`src/rtl/sfd_pkg.sv`:
```
// Shared types and constants for the SLIP frame decoder.
// No dependencies; used by slip_frame_decoder.
package sfd_pkg;

    localparam int unsigned MAX_FRAME_LIMIT = 4096;
    localparam int unsigned COUNT_W         = 13;
    localparam int unsigned BYTE_W          = 8;
    localparam int unsigned TDATA_W         = 24;
    localparam int unsigned PADDR_W         = 5;

    localparam logic [COUNT_W-1:0] LIMIT_MAX  = COUNT_W'(MAX_FRAME_LIMIT);
    localparam logic [COUNT_W-1:0] LIMIT_MIN  = COUNT_W'(1);

    // Register reset values (standard SLIP codes).
    localparam logic [COUNT_W-1:0] MAX_FRAME_RESET = COUNT_W'(4096);
    localparam logic [BYTE_W-1:0]  END_RESET       = 8'hC0;
    localparam logic [BYTE_W-1:0]  ESC_RESET       = 8'hDB;
    localparam logic [BYTE_W-1:0]  ESC_END_RESET   = 8'hDC;
    localparam logic [BYTE_W-1:0]  ESC_ESC_RESET   = 8'hDD;

    typedef enum logic [2:0] {
        REG_MAX_FRAME = 3'd0,
        REG_END       = 3'd1,
        REG_ESC       = 3'd2,
        REG_ESC_END   = 3'd3,
        REG_ESC_ESC   = 3'd4
    } reg_index_t;

    typedef enum logic {
        KIND_PAYLOAD = 1'b0,
        KIND_CLOSE   = 1'b1
    } result_kind_t;

    typedef struct packed {
        result_kind_t        kind;
        logic [BYTE_W-1:0]   payload;
        logic [COUNT_W-1:0]  length;
        logic                last;
    } result_t;

endpackage

```
`src/rtl/slip_frame_decoder.sv`:
```
// SLIP receive-side frame decoder: top level with APB register file,
// per-byte decode logic and an output register with a skid stage. Uses sfd_pkg.
//
// Usage: raw serial bytes enter on the s_axis channel, one word per byte.
// Bytes seen before a start END are dropped. Each decoded payload byte
// leaves on m_axis with tuser = 0, tdata holding the byte and the running
// count, and tlast set when the byte reaches the configured frame limit.
// An END closing a non-empty frame gives a word with tuser = 1, a zero
// payload byte, the frame length and tlast = 1. Other bytes give no word.
// A decoded result is registered before it shows on m_axis_tvalid, and one
// byte is accepted every cycle while the output drains; the decode of a
// byte is a single pass of comparators and one 13-bit increment.
// When the receiver stalls, one result waits in the output register and a
// second in the skid stage; s_axis_tready falls only once the skid stage
// is occupied. Reset clears the frame state, empties both stages and restores
// the standard SLIP codes and a 4096-byte limit. The user must write registers
// over APB only while the stream is idle; the block does not enforce this.
module slip_frame_decoder
(
    input  logic                               clk,
    input  logic                               rst_n,
    // APB configuration port
    input  logic                               psel,
    input  logic                               penable,
    input  logic                               pwrite,
    input  logic [sfd_pkg::PADDR_W-1:0]        paddr,
    input  logic [31:0]                        pwdata,
    output logic [31:0]                        prdata,
    output logic                               pready,
    // Received bytes
    input  logic                               s_axis_tvalid,
    output logic                               s_axis_tready,
    input  logic [7:0]                         s_axis_tdata,   // [7:0] rx_byte
    // Decoded results
    output logic                               m_axis_tvalid,
    input  logic                               m_axis_tready,
    output logic [sfd_pkg::TDATA_W-1:0]        m_axis_tdata,   // [7:0] payload_byte,
                                                               // [20:8] frame_length,
                                                               // [23:21] zero
    output logic                               m_axis_tuser,   // [0] result_kind
    output logic                               m_axis_tlast    // frame_last
);

    logic [sfd_pkg::COUNT_W-1:0] max_frame_reg;
    logic [7:0]                  end_code_reg;
    logic [7:0]                  esc_code_reg;
    logic [7:0]                  esc_end_reg;
    logic [7:0]                  esc_esc_reg;

    logic                        frame_open_reg, frame_open_next;
    logic                        esc_pending_reg, esc_pending_next;
    logic [sfd_pkg::COUNT_W-1:0] count_reg, count_next;

    sfd_pkg::result_t            out_reg, skid_reg, result;
    logic                        out_valid_reg, skid_valid_reg;
    logic                        result_valid;

    logic                        cfg_write;
    sfd_pkg::reg_index_t         cfg_index;
    logic                        in_accept, out_take;
    logic [sfd_pkg::COUNT_W-1:0] limit;
    logic [sfd_pkg::COUNT_W-1:0] count_inc;
    logic [7:0]                  data_byte;
    logic                        store;

    // ------------------------------------------------------------------
    // Configuration registers
    // ------------------------------------------------------------------
    assign pready    = 1'b1;
    assign cfg_write = psel && penable && pwrite && pready;
    assign cfg_index = sfd_pkg::reg_index_t'(paddr[4:2]);

    always_ff @(posedge clk or negedge rst_n)
    begin
        if (!rst_n)
        begin
            max_frame_reg <= sfd_pkg::MAX_FRAME_RESET;
            end_code_reg  <= sfd_pkg::END_RESET;
            esc_code_reg  <= sfd_pkg::ESC_RESET;
            esc_end_reg   <= sfd_pkg::ESC_END_RESET;
            esc_esc_reg   <= sfd_pkg::ESC_ESC_RESET;
        end
        else if (cfg_write)
        begin
            case (cfg_index)
                sfd_pkg::REG_MAX_FRAME: max_frame_reg <= pwdata[sfd_pkg::COUNT_W-1:0];
                sfd_pkg::REG_END:       end_code_reg  <= pwdata[7:0];
                sfd_pkg::REG_ESC:       esc_code_reg  <= pwdata[7:0];
                sfd_pkg::REG_ESC_END:   esc_end_reg   <= pwdata[7:0];
                sfd_pkg::REG_ESC_ESC:   esc_esc_reg   <= pwdata[7:0];
                default:                ;
            endcase
        end
    end

    always_comb
    begin
        case (cfg_index)
            sfd_pkg::REG_MAX_FRAME: prdata = 32'(max_frame_reg);
            sfd_pkg::REG_END:       prdata = 32'(end_code_reg);
            sfd_pkg::REG_ESC:       prdata = 32'(esc_code_reg);
            sfd_pkg::REG_ESC_END:   prdata = 32'(esc_end_reg);
            sfd_pkg::REG_ESC_ESC:   prdata = 32'(esc_esc_reg);
            default:                prdata = 32'd0;
        endcase
    end

    // ------------------------------------------------------------------
    // Byte decode
    // ------------------------------------------------------------------
    assign s_axis_tready = !skid_valid_reg;
    assign in_accept     = s_axis_tvalid && s_axis_tready;

    always_comb
    begin
        if (max_frame_reg == '0)
            limit = sfd_pkg::LIMIT_MIN;
        else if (max_frame_reg > sfd_pkg::LIMIT_MAX)
            limit = sfd_pkg::LIMIT_MAX;
        else
            limit = max_frame_reg;
    end

    assign count_inc = count_reg + sfd_pkg::COUNT_W'(1);

    always_comb
    begin
        frame_open_next  = frame_open_reg;
        esc_pending_next = esc_pending_reg;
        count_next       = count_reg;
        result_valid     = 1'b0;
        result           = '0;
        data_byte        = s_axis_tdata;
        store            = 1'b0;

        if (esc_pending_reg)
        begin
            // The byte after an escape is never a delimiter.
            esc_pending_next = 1'b0;
            store            = 1'b1;
            if (s_axis_tdata == esc_end_reg)
                data_byte = end_code_reg;
            else if (s_axis_tdata == esc_esc_reg)
                data_byte = esc_code_reg;
        end
        else if (s_axis_tdata == end_code_reg)
        begin
            if (frame_open_reg && count_reg != '0)
            begin
                result_valid    = 1'b1;
                result.kind     = sfd_pkg::KIND_CLOSE;
                result.length   = count_reg;
                result.last     = 1'b1;
                frame_open_next = 1'b0;
                count_next      = '0;
            end
            else
            begin
                frame_open_next = 1'b1;
            end
        end
        else if (s_axis_tdata == esc_code_reg)
        begin
            esc_pending_next = 1'b1;
        end
        else
        begin
            store = 1'b1;
        end

        if (store && frame_open_reg)
        begin
            result_valid   = 1'b1;
            result.kind    = sfd_pkg::KIND_PAYLOAD;
            result.payload = data_byte;
            result.length  = count_inc;
            if (count_inc >= limit)
            begin
                result.last     = 1'b1;
                frame_open_next = 1'b0;
                count_next      = '0;
            end
            else
            begin
                count_next = count_inc;
            end
        end
    end

    always_ff @(posedge clk or negedge rst_n)
    begin
        if (!rst_n)
        begin
            frame_open_reg  <= 1'b0;
            esc_pending_reg <= 1'b0;
            count_reg       <= '0;
        end
        else if (in_accept)
        begin
            frame_open_reg  <= frame_open_next;
            esc_pending_reg <= esc_pending_next;
            count_reg       <= count_next;
        end
    end

    // ------------------------------------------------------------------
    // Output register and skid stage
    // ------------------------------------------------------------------
    assign out_take = out_valid_reg && m_axis_tready;

    always_ff @(posedge clk or negedge rst_n)
    begin
        if (!rst_n)
        begin
            out_valid_reg  <= 1'b0;
            skid_valid_reg <= 1'b0;
        end
        else if (skid_valid_reg)
        begin
            // Input is held off; drain the skid stage first.
            if (out_take)
                skid_valid_reg <= 1'b0;
        end
        else if (in_accept && result_valid)
        begin
            if (!out_valid_reg || out_take)
                out_valid_reg <= 1'b1;
            else
                skid_valid_reg <= 1'b1;
        end
        else if (out_take)
        begin
            out_valid_reg <= 1'b0;
        end
    end

    always_ff @(posedge clk)
    begin
        if (skid_valid_reg)
        begin
            if (out_take)
                out_reg <= skid_reg;
        end
        else if (in_accept && result_valid)
        begin
            if (!out_valid_reg || out_take)
                out_reg <= result;
            else
                skid_reg <= result;
        end
    end

    assign m_axis_tvalid = out_valid_reg;
    assign m_axis_tdata  = {3'b000, out_reg.length, out_reg.payload};
    assign m_axis_tuser  = out_reg.kind;
    assign m_axis_tlast  = out_reg.last;

    // ------------------------------------------------------------------
    // Assertions
    // ------------------------------------------------------------------
    a_skid_behind_out: assert property (@(posedge clk) disable iff (!rst_n)
        skid_valid_reg |-> out_valid_reg)
        else $error("skid stage holds a word while the output register is empty");

    a_closed_has_zero_count: assert property (@(posedge clk) disable iff (!rst_n)
        !frame_open_reg |-> count_reg == '0)
        else $error("byte count not cleared while no frame is open");

    a_count_in_range: assert property (@(posedge clk) disable iff (!rst_n)
        count_reg <= sfd_pkg::LIMIT_MAX)
        else $error("byte count beyond the frame limit");

    a_close_word_shape: assert property (@(posedge clk) disable iff (!rst_n)
        (out_valid_reg && out_reg.kind == sfd_pkg::KIND_CLOSE)
            |-> (out_reg.last && out_reg.payload == '0 && out_reg.length != '0))
        else $error("frame close word malformed");

endmodule
```
`config.mk`:
```
export PLATFORM = sky130hd
export DESIGN_NAME = slip_frame_decoder
export DESIGN_NICKNAME = d
export VERILOG_FILES = /design/src/rtl/sfd_pkg.sv /design/src/rtl/slip_frame_decoder.sv
export SDC_FILE = /design/constraint.sdc
export NUM_CORES = 1
export LEC_CHECK = 0
export BUFFER_PORTS_ARGS = -buffer_cell sky130_fd_sc_hd__buf_2
export CORE_ASPECT_RATIO = 0.9
export CORE_MARGIN = 4
export CORE_UTILIZATION = 55
export CTS_CLUSTER_DIAMETER = 100
export DETAILED_ROUTE_END_ITERATION = 7
export PLACE_DENSITY = 0.88
export SLEW_MARGIN = 40
export SYNTH_ARGS = -nofsm -noshare
export SYNTH_HDL_FRONTEND = slang
export SYNTH_SLANG_ARGS = --single-unit
```
`constraint.sdc`:
```
create_clock -name clk -period 8.47 [get_ports clk]
set_input_delay 1.694 -clock clk [delete_from_list [all_inputs] [get_ports clk]]
set_output_delay 1.694 -clock clk [all_outputs]
set_load 0.01 [all_outputs]
```
==> impl_metrics.toml <==
[status]
status = "complete, no violations"

[synth]
yosysSeqAreaShare_pct = 47.8
synth_mux_area_share_pct = 11.4
avgSynthCellArea_um2 = 10.9
synth_top_area_cell = "edfxtp_1"
ys.flop_type = "edfxtp_1"
yosysMostFrequentCell = "mux2_2"
synthArstFlopShare_pct = 57.4
synthTopCellsByArea = "edfxtp_1 (22%), dfrtp_1 (17%), mux2_2 (11%)"
synth_cells = 567
synth_enable_flop_cells = 46
synth_xor_area_share_pct = 5.66
synth_compound_gate_area_share_pct = 12.6
yosysWarningCount = 0
synth_top_family_by_area = "simple AND/OR/NAND/NOR gates"
ys_seq_elements = 108
syn_area_um2 = 6190
synthTopCellsByCount = "mux2_2 (62), nand2_1 (56), edfxtp_1 (46)"
synth_top_cell_area_share_pct = 22.3
ys_types = 59
yosys.area_share.simple_pct = 13.1
synth_adder_area_share_pct = 3.03

[finish]
drive_gt1_share_pct = 29.8
nFillCells = 859
multiInputGateArea_um2 = 2950
antennaDiodeCount = 0
fin_nets = 683
seq_area_um2 = 2960
fin_util_pct = 62.6
area_growth_pct = 10.2
largest_reg_flops = 23

[global_route]
antenna_found_initial = 0
grt_pass1_wl_um = 22000
grtUsageTotal_pct = 21.6
grt_max_degree = 63
globalRoute.totalOverflow = 0
grt_pass1_vias = 4233

[sta]
setup_violations = 0
period_needed_ps = 4780
slew_headroom_pct = 44.5
final_hold_viol_count = 0
setup_tns_ps = 0
worstMarginPinSlew_ps = 832
timing.fmax_ghz = 0.209
fin_worst_skew_ps = 5.38
fin_crit_sh_pct = 56.5
slew_viol_final = 0
rsz0062_at_grt = "false"

[place]
dp_hpwl_um = 10400
port_buffers = 68
routabilityCongestion = 0.879

[routing]
ant_nets = 0
routed_via_density = 6.00
drcViolationCount = 0
drt_iter0_drc = 433
via_count = 4639
dr.pass1.iters = 5
wl_per_cell_um = 18.2
routed_wl_um = 14100

[critical_path]
startpoint_type = "input port"
crit_path_frequent_cell = "buf_2"
cp_num_buf_inv = 3
worst-path-stages = 6
critPathMaxFanout = 14
crit_family = "buffers and inverters"
reg2regPathDepth = 11
arrival_ps = 3090
crit_slowest_cell = "nor2_1"
path_class = "input port to output pin"
crit_required_ps = 6780
worst_setup_path_end_kind = "output pin"
slowest_delay_ps = 450
crit_chain = "buf_2, inv_1, nor2_1, a22oi_1, o22ai_1, buf_2"

[cts]
cts_sinks = 108
cts_setup_buffers = 0
cts-root-buf = "clkbuf_16"
cts_tree = "yes"
h-tree-depth = 3
cts.hold.buffers_added = 0
path_clk_slew_ps = 70
clock_path_buffers = 2
clk-insertion-delay-late_ps = 350
numCtsBuffers = 9
cts-resized-gates = 0

[floorplanning]
initial_core_util_pct = 56.8
chipHeight_um = 109
die-area_um2 = 13000
die_w_um = 120
num_io_pins = 113
core.rowCount = 36
coreArea_um2 = 10900

[power]
irDropWorstVdd_v = 0.000149
p_per_area_nw_per_um2 = 242
power_leakage_nw = 2.72

[run]
drv_cap = 0

[hold_path]
hold_depth = 2
hold_path.class = "register to register"
## worst register-to-register path, delay by kind of cell, from the launching register on
kind,cells,cell delay [ps]
fa+ha+maj,2,670
xor+xnor,1,230
buf+inv,1,90
flops,1,540
compound gates,3,470
simple gates,4,1880
## placed cells by master, fill, tap and decap left out, drive strengths merged, types with 9 or more instances in the layout
cell type,instances
nor3,12
a22oi,14
nand4,14
inv,17
xnor2,32
buf,72
dfrtp,42
conb,23
o31ai,15
o22ai,12
nor2,24
nand2,56
nand2b,9
dfstp,20
edfxtp,46
ha,15
o21ai,22
nand3,10
clkbuf,9
mux2,62
## final timing paths
| kind | from | end | slack [ps] |
|---|---|---|---|
| hold reg to reg | skid_reg[15] | m_axis_tdata[1] | 540 |
| setup / recovery | paddr[4] | prdata[5] | 3690 |
| max in group asynchronous | rst_n | count_reg[11] | 6660 |
| setup reg to reg | count_reg[0] | count_reg[4] | 4500 |
| min in group asynchronous | rst_n | max_frame_reg[9] | 1410 |
| hold / removal | skid_reg[15] | m_axis_tdata[1] | 540 |
## routing by layer
layer | global-route usage [%] | up-vias | share of wire, %
li1 | - | 2138 | -
met1 | 31.1 | 2248 | 44
met2 | 33.2 | 233 | 45
met3 | 4.93 | 20 | 9.1
met4 | 6.05 | 0 | 1.3
met5 | 0 | - | 0
## stage by stage
step	instances	total power [W]	cell area (um2)	hold slack, ps	setup slack (ps)
floorplan	588	0.00112	6270	489	3700
global placement	757	0.00123	6520	496	3800
detailed placement	757	0.00126	6540	532	3740
CTS	773	0.00165	6810	543	3730
global route	773	0.00174	6820	553	3640
finish	773	0.00165	6820	542	3690
## cells by family after synthesis
logic type | Yosys count
fa+ha+maj | 15
xor+xnor | 40
buf+inv | 73
simple gates | 158
compound gates | 108
other cells | 2
flops | 108
mux | 63
## power breakdown
| group | switching, W | internal [W] |
|---|---|---|
| clock network | 0.000188 | 0.000200 |
| logic | 0.000258 | 0.000208 |
| registers | 0.000112 | 0.000683 |
| total | 0.000558 | 0.00109 |
## cell type report
| cell class | count | share of cell area (%) |
|---|---|---|
| Tap cell | 152 | 2.79 |
| Timing Repair Buffer | 72 | 5.49 |
| Sequential cell | 108 | 43.4 |
| Multi-Input combinational cell | 407 | 43.3 |
| Clock buffer | 9 | 3.30 |
| Inverter | 18 | 0.991 |
| Clock inverter | 7 | 0.771 |
Note: power is estimated with default switching activity, not from simulation.
